`src/asas_pkg.sv`:
```
// ----------------------------------------------------------------------------
// asas_pkg
// shared types and constants for the affine sprite additive splat block
// ----------------------------------------------------------------------------
package asas_pkg;

    typedef enum logic [1:0] {
        OP_WRITE_FRAME  = 2'd0,
        OP_WRITE_SPRITE = 2'd1,
        OP_READ_FRAME   = 2'd2,
        OP_SPLAT        = 2'd3
    } t_op;

    typedef enum logic [2:0] {
        REG_START_U  = 3'd0,
        REG_START_V  = 3'd1,
        REG_COL_U    = 3'd2,
        REG_COL_V    = 3'd3,
        REG_ROW_U    = 3'd4,
        REG_ROW_V    = 3'd5,
        REG_BOX_SIZE = 3'd6
    } t_reg;

    typedef enum logic [2:0] {
        ST_IDLE,
        ST_READ,
        ST_WALK,
        ST_OUT
    } t_state;

    localparam int CHAN_W = 16;
    localparam int PIX_W  = 48;

    typedef struct packed {
        logic [CHAN_W-1:0] r;
        logic [CHAN_W-1:0] g;
        logic [CHAN_W-1:0] b;
    } t_pix;

    // one pixel step of the walk, issued to the pixel pipeline
    typedef struct packed {
        logic        valid;
        logic [15:0] frame_addr;
        logic [15:0] sprite_addr;
    } t_req;

endpackage

```
`src/asas_walker.sv`:
```
// ----------------------------------------------------------------------------
// asas_walker
// box walker: steps sprite coordinates and issues at most one pixel per cycle
// ----------------------------------------------------------------------------
module asas_walker #(
    parameter int FRAME_WIDTH   = 256,
    parameter int FRAME_HEIGHT  = 256,
    parameter int SPRITE_WIDTH  = 64,
    parameter int SPRITE_HEIGHT = 64
) (
    input  logic               i_clk,
    input  logic               i_rst_n,
    input  logic               i_start,
    input  logic signed [10:0] i_x0,
    input  logic signed [10:0] i_y0,
    input  logic [31:0]        i_su,
    input  logic [31:0]        i_sv,
    input  logic [31:0]        i_cu,
    input  logic [31:0]        i_cv,
    input  logic [31:0]        i_ru,
    input  logic [31:0]        i_rv,
    input  logic [6:0]         i_box,
    output asas_pkg::t_req     o_req,
    output logic               o_done
);
    localparam logic [31:0] ULIM = 32'(SPRITE_WIDTH - 1) << 16;
    localparam logic [31:0] VLIM = 32'(SPRITE_HEIGHT - 1) << 16;

    logic               r_act, n_act;
    logic [7:0]         r_col, n_col, r_row, n_row;
    logic [31:0]        r_cu, n_cu, r_cv, n_cv, r_wu, n_wu, r_wv, n_wv;
    logic signed [10:0] r_x0, r_y0;
    logic [7:0]         span;
    logic signed [11:0] x, y;
    logic               hit;
    logic [31:0]        fi, si;

    always_comb begin
        span = {i_box, 1'b0};
        x = 12'(r_x0) + $signed({4'd0, r_col});
        y = 12'(r_y0) + $signed({4'd0, r_row});
        hit = r_act && x >= 0 && x < FRAME_WIDTH && y >= 0 && y < FRAME_HEIGHT
            && r_wu < ULIM && r_wv < VLIM;
        fi = 32'(y[10:0]) * 32'(FRAME_WIDTH) + 32'(x[10:0]);
        si = 32'(r_wv[31:16]) * 32'(SPRITE_WIDTH) + 32'(r_wu[31:16]);
        o_req.valid       = hit;
        o_req.frame_addr  = fi[15:0];
        o_req.sprite_addr = si[15:0];
        n_act = r_act; n_col = r_col; n_row = r_row;
        n_cu = r_cu; n_cv = r_cv; n_wu = r_wu; n_wv = r_wv;
        o_done = 1'b0;
        if (i_start) begin
            n_act = span != 8'd0;
            o_done = span == 8'd0;
            n_col = 8'd0; n_row = 8'd0;
            n_cu = i_su; n_cv = i_sv; n_wu = i_su; n_wv = i_sv;
        end else if (r_act) begin
            // whole column skipped when outside the frame
            if (r_row == span - 8'd1 || x < 0 || x >= FRAME_WIDTH) begin
                n_row = 8'd0;
                n_col = r_col + 8'd1;
                n_cu = r_cu + i_cu; n_cv = r_cv + i_cv;
                n_wu = n_cu; n_wv = n_cv;
                if (r_col == span - 8'd1) begin
                    n_act = 1'b0;
                    o_done = 1'b1;
                end
            end else begin
                n_row = r_row + 8'd1;
                n_wu = r_wu + i_ru; n_wv = r_wv + i_rv;
            end
        end
    end

    always_ff @(posedge i_clk) begin
        if (!i_rst_n) begin
            r_act <= 1'b0;
            r_col <= '0;
            r_row <= '0;
            r_cu <= '0; r_cv <= '0; r_wu <= '0; r_wv <= '0;
        end else begin
            r_act <= n_act;
            r_col <= n_col; r_row <= n_row;
            r_cu <= n_cu; r_cv <= n_cv; r_wu <= n_wu; r_wv <= n_wv;
        end
    end

    always_ff @(posedge i_clk) begin
        if (i_start) begin
            r_x0 <= i_x0;
            r_y0 <= i_y0;
        end
    end
endmodule

```
`config.mk`:
```
export PLATFORM = sky130hd
export DESIGN_NAME = asas_walker
export DESIGN_NICKNAME = d
export VERILOG_FILES = /design/src/asas_pkg.sv /design/src/asas_walker.sv
export SDC_FILE = /design/constraint.sdc
export NUM_CORES = 1
export LEC_CHECK = 0
export ABC_AREA = 1
export ABC_CLOCK_PERIOD_IN_PS = 5300
export BUFFER_PORTS_ARGS = -buffer_cell sky130_fd_sc_hd__buf_2
export CAP_MARGIN = 40
export CELL_PAD_IN_SITES_DETAIL_PLACEMENT = 0
export CELL_PAD_IN_SITES_GLOBAL_PLACEMENT = 1
export CORE_ASPECT_RATIO = 1.2
export CORE_MARGIN = 2
export CORE_UTILIZATION = 44
export CTS_CLUSTER_DIAMETER = 120
export DETAILED_ROUTE_END_ITERATION = 6
export HOLD_SLACK_MARGIN = 0.1
export PLACE_DENSITY = 0.95
export SYNTH_ARGS = -nofsm -noshare
export SYNTH_HDL_FRONTEND = slang
export SYNTH_SLANG_ARGS = --single-unit
export TNS_END_PERCENT = 20
```
`constraint.sdc`:
```
create_clock -name i_clk -period 5.3 [get_ports i_clk]
set_clock_uncertainty 0.2 [all_clocks]
set_input_delay 0.53 -clock i_clk [delete_from_list [all_inputs] [get_ports i_clk]]
set_output_delay 0.53 -clock i_clk [all_outputs]
set_load 0.005 [all_outputs]
```
After elaboration in Yosys (flattened, before gate mapping)
Cells that the tools add are included.

word-level totals
  register bits = 167
  bits of input ports = 224
  output and inout bits = 34
  word-level logic and storage cells = 67

cells by class
  $add $sub $neg = 11
  order comparisons = 8
  equality and inequality tests = 2
  mux-type cells = 21
  bitwise logic cells = 1
  reductions and logical operators = 15

operators by type and width
  operator                                                                               count
  32-bit two-way mux                                                                     12
  32-bit adder                                                                           4
  32-bit by 22-bit < comparator with 1-bit output, second input constant                 2
  11-bit by 9-bit adder with 12-bit output                                               2
  12-bit by 1-bit greater-or-equal comparator with 1-bit output, second input constant   2
  12-bit by 10-bit < comparator with 1-bit output, second input constant                 2
  16-bit by 11-bit adder with 16-bit output                                              1
  16-bit adder                                                                           1
  8-bit by 1-bit adder with 8-bit output, second input constant                          2
  8-bit == test                                                                          2
  12-bit by 10-bit greater-or-equal comparator with 1-bit output, second input constant  1
  12-bit by 1-bit < comparator with 1-bit output, second input constant                  1
  1-bit two-way mux                                                                      8
  8-bit two-way mux                                                                      1
  8-bit by 1-bit subtractor with 8-bit output, second input constant                     1
  7-bit logical NOT                                                                      1
  7-bit nonzero test                                                                     1
  1-bit logical AND                                                                      6
  2-bit AND reduction                                                                    2
  2-bit nonzero test                                                                     2
  1-bit logical OR                                                                       2
  2-bit OR reduction                                                                     1
  1-bit inverter                                                                         1

Depth between registers and ports, before layout
Gate-level depths: netlist (run 1).

  depth in word-level cells = 8
  mapped depth = 18

Worst setup path before layout (run 1)
No wires, ideal clock.

  kind = register to output
  start = reg r_col[0]
  end = out o_req[30] in the netlist's numbering
  arrival time = 2.593 ns
  setup slack = 1.977 ns
  cell stages (with the launch flop) = 17
  path buffers = 0
  path through = dfxtp_1 > ha_1 > fa_1 > nand2_1 > nand2_1 > nand3_1 > nand3_1 > nand2_2 > inv_1 > ha_1 > fa_1 > nand2_1 > inv_1 > o211ai_1 > nor2_1 > nand2_1 > xnor2_1

RTL lines
  item                    line               source
  start, declared         asas_walker.sv:30  logic [7:0] r_col, n_col, r_row, n_row;
  start signal, assigned  asas_walker.sv:83  r_col <= n_col; r_row <= n_row;
  end, declared           asas_walker.sv:23  output asas_pkg::t_req o_req,

==> impl_metrics.csv, run 1 <==
group,metric,value,unit
place,hpwl,57700,microns
drt,drt-pass1-iter-count,6,
power,p_total,4.91,mW
critical_path,cp_max_fo,6,
sta,final_max_slew_viol_count,0,
critical_path,cpPeakStageDelay,420,ps
sta,rsz0062_at_grt,"no",
floorplan,die_w,197,microns
min_path,hold_class,"in -> reg",
cells_and_area,area_delta_synth_final,12.8,%
grt,grt-ovfl-total,0,
drt,drc,0,
drt,vias,22300,
cells_and_area,drive_above_1_share,8.80,%
cells_and_area,mostFrequentLayoutCells,"nand2_1, inv_1, nand3_1",
synth,ys_seq_elements,167,
critical_path,cp_slowest_cell,"fa_1",
critical_path,cpMostUsedCell,"nand2_1",
grt,grtUsageTotal,29.9,%
clock_network,clkTransAtPathRegs,80,ps
floorplan,rows,84,
place,port-buffer-count,257,
critical_path,crit_chain,"ha_1 -> fa_1 -> nand2_1 -> nand2_1 -> nand3_1 -> nand2_1 -> nand3_1 -> nand2_1 -> ha_1 -> a21oi_1 -> inv_1 -> a31oi_1 -> nor3_1 -> nand3_1 -> xor2_1 -> buf_2",
cells_and_area,fin_util,50.5,%
synth,yosysWarningCount,0,
flow_run,drv_cap,0,
critical_path,r2r_cells,15,
floorplan,ioPinCount,258,
synth,ys_async_sr_fraction,0,%
drt,drtIter0Drc,1957,
sta,post-route-period-util,80.1,%
cells_and_area,final_area,22200,sq um
power,vdd_drop_max,147,uV
place,dpl-instance-area,21400,sq um
place,dp_slack,1210,ps
sta,hold_ws,195,ps
critical_path,cp_data_required_time,4570,ps
drt,vias_per_cell,5.15,
floorplan,start_util,44.8,%
clock_network,cts_tree,"built",
cells_and_area,nNetsFinal,4137,
synth,synth.distinct_cells,48,
drt,routed_wl,70800,microns
clock_network,clockRootBuffer,"clkbuf_16",
grt,grt_pass1_vias,20500,
place,place_congestion,0.962,
grt,antenna_found_initial,2,
clock_network,htree_num_levels,4,
critical_path,crit_path_end_kind,"output pin",
drt,wl_per_cell,16.4,microns
synth,synth-edff-count,22,
clock_network,clk_latency,470,ps
synth,synth_nets,3907,
synth,avgSynthCellArea,5.59,sq um
clock_network,cts_resized,0,
sta,post-route-min-period,4240,ps
synth,netlist_area,19700,sq um
clock_network,cts_buffers,17,
grt,grt_pass1_wl,108000,microns
synth,syn_inst,3520,
outcome,status,"finished, final reports clean",
place,dp_cells,4268,
drt,final_antenna_net_count,0,
sta,maxSlewHeadroom,42.5,%
critical_path,critPathLaunchType,"register",
cells_and_area,final_common_cell,"nand2_1",
floorplan,coreArea,43900,sq um
min_path,holdPathStages,3,
sta,fin_ws,1060,ps
power,leakage,12.8,nW
sta,fmax,236,MHz
power,power.density,221,nW/um^2
clock_network,clock_path_buffers,2,
sta,finalHoldViolCount,0,
sta,final.setup.tns,0,ps
sta,setup_viol,0,
grt,grt_max_degree,78,
critical_path,critPathArrivalTime,3510,ps
clock_network,cts.sinks,167,
synth,synth_flop_cell,"dfxtp_1",
floorplan,die-area,46400,sq um
critical_path,crit_type,"reg -> out",
sta,worstMarginPinSlew,863,ps
synth,ys_seq_area_share,18.1,%
cells_and_area,layout.cells.non_filler,4326,
floorplan,die_y,236,microns
## final timing paths
check                           startpoint        end  slack [ps]
worst max register to register    r_col[0]   r_cu[24]        1480
worst max-delay path              r_col[0]  o_req[31]        1060
worst min-delay path              i_sv[11]   r_wv[11]         190
worst min register to register     r_cu[3]    r_cu[3]         270
## cell usage after synthesis (3+ instances only)
master	count	area share, %
o21ai_1	5	0.13
buf_1	5	0.095
nand3_1	273	6.9
a21boi_0	43	1.6
nand4_1	48	1.5
nand2_4	3	0.17
nor2_1	220	4.2
a21o_1	5	0.19
buf_2	12	0.31
a21oi_1	222	5.6
or2_2	9	0.29
nand2_1	1384	26
buf_4	14	0.53
nor4_1	4	0.13
dfxtp_1	145	15
o21ai_0	66	1.7
nor3_1	37	0.94
xor2_1	55	2.4
xnor2_1	37	1.6
nor2_2	4	0.13
fa_1	8	0.81
ha_1	155	9.9
inv_1	599	11
and2_1	12	0.38
nand2_2	3	0.095
inv_2	3	0.057
edfxtp_1	22	3.4
o21bai_1	14	0.53
clkbuf_1	48	0.92
nand3b_1	41	1.6
## critical path, delay by kind of cell (launching register included)
kind | cells | cell delay (ps)
flip-flops | 1 | 380
AND/OR/NAND/NOR | 8 | 910
XOR/XNOR | 1 | 140
AO/OA/AOI/OAI | 2 | 390
buffers and inverters | 2 | 180
adder cells (fa/ha/maj) | 3 | 1040
## final cells by class
class	instances	area, sq um
Tap cell	559	699
Timing Repair Buffer	291	1620
Clock inverter	14	114
Sequential cell	167	3560
Clock buffer	18	429
Antenna cell	4	10.0
Inverter	604	2270
Fill cell	4911	21700
Multi-Input combinational cell	2669	13500
## where the power goes
part	switching [mW]	total [mW]	leakage, nW	internal (mW)
clock network	0.619	1.23	0.261	0.610
registers	0.119	1.51	1.41	1.39
logic	1.41	2.17	11.2	0.762
## sequential cells by signal (all words and copies together), names as in the netlist
name	count
r_cv	32
r_row	8
r_act	1
r_y0	11
r_x0	11
r_wv	32
r_wu	32
r_cu	32
r_col	8
## cell families after synthesis
logic type / Yosys count / synth area share, %
simple gates: 2049 / 43.4
fa+ha+maj: 163 / 10.7
xor+xnor: 93 / 4.21
flops: 167 / 18.1
buf+inv: 684 / 13.4
compound gates: 364 / 10.2
## repair_timing
| action | CTS | global route |
|---|---|---|
| setup buffers | 0 | 0 |
| hold endpoints to repair | 22 | 0 |
| hold buffers | 22 | 0 |
## metal layers
| metal | part of all wire [%] | vias up | track usage [%] | routed length, microns |
|---|---|---|---|---|
| met5 | 0 | - | 0 | 0 |
| met4 | 2.9 | 0 | 9.89 | 2080 |
| met1 | 46 | 9933 | 41.1 | 32500 |
| met2 | 44 | 752 | 48.4 | 31400 |
| li1 | - | 11500 | - | - |
| met3 | 6.7 | 107 | 3.50 | 4760 |
Power figures use the tool's default switching activity.
==> run 2, diff against run 1 <==
ABC_AREA = 0   (was 1)
ABC_CLOCK_PERIOD_IN_PS = 3800   (was 5300)
CORE_UTILIZATION = 38   (was 44)
PLACE_DENSITY = 0.86   (was 0.95)
clock period = 3.8 ns   (was 5.3 ns; I/O delays follow)
==> impl_metrics.csv, run 2 <==
group,metric,value,unit
synth,netlist_area,14900,sq um
synth,synthTopCellsByArea,"dfxtp_1, ha_1, a21oi_1",
clock_network,cts_tree,"built",
synth,synth_top_area_share,19.5,%
drt,drtIter0Drc,1078,
outcome,status,"complete, but fails checks",
synth,yosysWarningCount,0,
drt,vias_per_cell,5.74,
grt,met3_usage,5.22,%
synth,ys_seq_area_share,24.0,%
sta,fin_ws,-322,ps
cells_and_area,num-fill-cells,3808,
critical_path,worstSetupEndpoint,"o_req[31]",
floorplan,coreArea,38600,sq um
critical_path,cpPeakStageDelay,380,ps
grt,use_met2,50.6,%
sta,rsz0062_at_grt,"yes",
critical_path,worst-path-buf-inv,1,
sta,worstMarginPinSlew,849,ps
critical_path,cp_data_required_time,3220,ps
floorplan,ioPinCount,258,
clock_network,clkTransAtPathRegs,70,ps
place,place_congestion,0.967,
critical_path,critPathTopFamily,"compound AO/OA/AOI/OAI gates",
clock_network,cts.sinks,167,
floorplan,die_w,185,microns
place,port-buffer-count,257,
critical_path,r2r-end,"r_wv[28]",
cells_and_area,area_delta_synth_final,25.2,%
grt,grt_pass1_vias,15800,
place,dpl-instance-area,17200,sq um
critical_path,r2r_cells,15,
place,dp_cells,2702,
drt,drt-pass1-iter-count,6,
sta,hold_ws,104,ps
synth,syn_inst,1911,
critical_path,crit_type,"reg -> out",
floorplan,die_y,221,microns
clock_network,htree_num_levels,4,
sta,maxSlewHeadroom,43.3,%
grt,antenna_found_initial,10,
grt,grt_max_degree,64,
floorplan,start_util,38.5,%
cells_and_area,final_area,18600,sq um
outcome,violations,"negative setup slack",
grt,grt_pass1_wl,87100,microns
floorplan,die-area,40700,sq um
cells_and_area,nNetsFinal,2657,
critical_path,worstReg2RegStart,"r_cv[0]",
cells_and_area,mostFrequentLayoutCells,"buf_2, a21oi_1, nand2_1",
synth,synth_flop_cell,"dfxtp_1",
sta,setup_viol,3,
critical_path,cp_max_fo,2,
critical_path,critPathLaunchType,"register",
drt,drc,0,
clock_network,clockRootBuffer,"clkbuf_16",
clock_network,clk_latency,470,ps
grt,grt-ovfl-total,0,
drt,final_antenna_net_count,0,
min_path,hold_class,"in -> reg",
synth,synth_most_common_cell,"a21oi_1",
synth,synthTopCellsByCount,"a21oi_1, nand2_1, nor2_1, ha_1, dfxtp_1",
clock_network,cts_buffers,17,
critical_path,crit_chain,"ha_2 -> fa_2 -> a211oi_2 -> o21bai_1 -> a21oi_2 -> o21ai_2 -> nand3_1 -> xnor2_1 -> ha_1 -> a21oi_2 -> nor2_1 -> nand2_1 -> nor2b_1 -> nand2b_1 -> o22ai_1 -> a311oi_1 -> xnor2_1 -> buf_2",
sta,post-route-min-period,4120,ps
power,vdd_drop_max,332,uV
drt,routed_wl,58100,microns
sta,post-route-period-util,108,%
synth,synth_nets,2298,
synth,ys_seq_elements,167,
cells_and_area,drive_above_1_share,18.9,%
place,hpwl,45800,microns
critical_path,critPathArrivalTime,3540,ps
floorplan,rows,79,
synth,synth-edff-count,22,
critical_path,cp_slowest_cell,"edfxtp_1",
place,dp_slack,-197,ps
power,leakage,8.40,nW
grt,grtUsageTotal,28.1,%
synth,synth_top_cell_by_area,"dfxtp_1",
sta,fmax,243,MHz
synth,synth.distinct_cells,77,
cells_and_area,final_common_cell,"buf_2",
flow_run,drv_cap,0,
cells_and_area,layout.cells.non_filler,2812,
critical_path,cp.depth,18,
critical_path,crit_start,"r_x0[0]",
drt,wl_per_cell,20.6,microns
synth,ys_async_sr_fraction,0,%
sta,final_max_slew_viol_count,0,
power,power.density,345,nW/um^2
grt,grt_use_met1,30.5,%
drt,vias,16100,
sta,finalHoldViolCount,0,
grt,busiest_layer,"met2",
synth,avgSynthCellArea,7.78,sq um
clock_network,clock_path_buffers,2,
critical_path,r2r_slack,130,ps
critical_path,crit_path_end_kind,"output pin",
power,p_total,6.42,mW
==> run 2: changes by cell type after synthesis, sizes merged, moves of 48 or more <==
cell   previous run  this run
a21o              5        60
xnor2            37        97
o21ai            71       133
nand2          1390       196
nor2            225       177
nand3           276        30
inv             602        63
==> run 2: metal layers <==
layer / part of all wire [%] / up-vias
li1: - / 7756
met4: 6.3 / 14
met2: 49 / 619
met5: 0.18 / -
met1: 38 / 7594
met3: 6.5 / 165
==> run 2: worst register-to-register path, stage by stage, from the launching register on <==
cell       delay, ps
dfxtp_1          370
ha_1             200
inv_1             60
fa_1             410
nor2b_1          150
o31a_1           220
o31ai_2          120
a2111oi_1        520
buf_4            200
o21ai_0           90
buf_4            160
nand3_1           60
o211ai_1         100
xnor2_1          230
a221oi_1         310
o22ai_1          120
==> run 2: through the flow <==
step	TNS, ps	util, %
final	-551	48.2
after global routing	-1570	48.2
after CTS	-635	48.1
after detailed placement	-204	44.5
after global placement	-176	44.5
after floorplan	0	-
==> run 2: cell families after synthesis <==
logic type      after synthesis  share of synthesized area [%]
compound gates              667                           28.5
fa+ha+maj                   163                           14.1
mux                          29                           1.99
xor+xnor                    164                           9.71
simple gates                570                           17.4
flops                       167                           24.0
buf+inv                     151                           4.33
==> run 2: layout make-up <==
type                    instances  area [sq um]  area share, %
multi-input cells            1593         10800           57.8
clock buffers                  19           453           2.43
diodes                          3          7.51         0.0403
flip-flops and latches        167          3570           19.2
inverters                      63           236           1.27
well taps                     526           658           3.53
repair buffers                428          2810           15.1
clock inverters                13           139          0.746
==> run 2: repair_timing <==
item                                    in CTS  in global routing
hold buffers                                74                  0
pin swaps                                   11                  1
endpoints found under the setup margin       8                 15
setup buffers                                1                  0
hold endpoints to repair                   111                  0
gates resized for setup                     12                 12
==> run 2: worst min-delay path by stage <==
stage	cells after the start	slack (ps)	startpoint	end
after floorplan	2	230	r_cu[17]	r_cu[17]
after global placement	2	250	r_cu[17]	r_cu[17]
after detailed placement	2	260	r_cu[17]	r_cu[17]
after CTS	3	100	i_su[22]	r_cu[22]
after global routing	3	110	i_su[22]	r_cu[22]
final	3	100	i_su[22]	r_cu[22]
==> run 2: power by group <==
| part | switching [mW] | internal (mW) | total, mW |
|---|---|---|---|
| logic | 1.44 | 1.09 | 2.53 |
| clock network | 0.878 | 0.960 | 1.84 |
| registers | 0.124 | 1.93 | 2.05 |
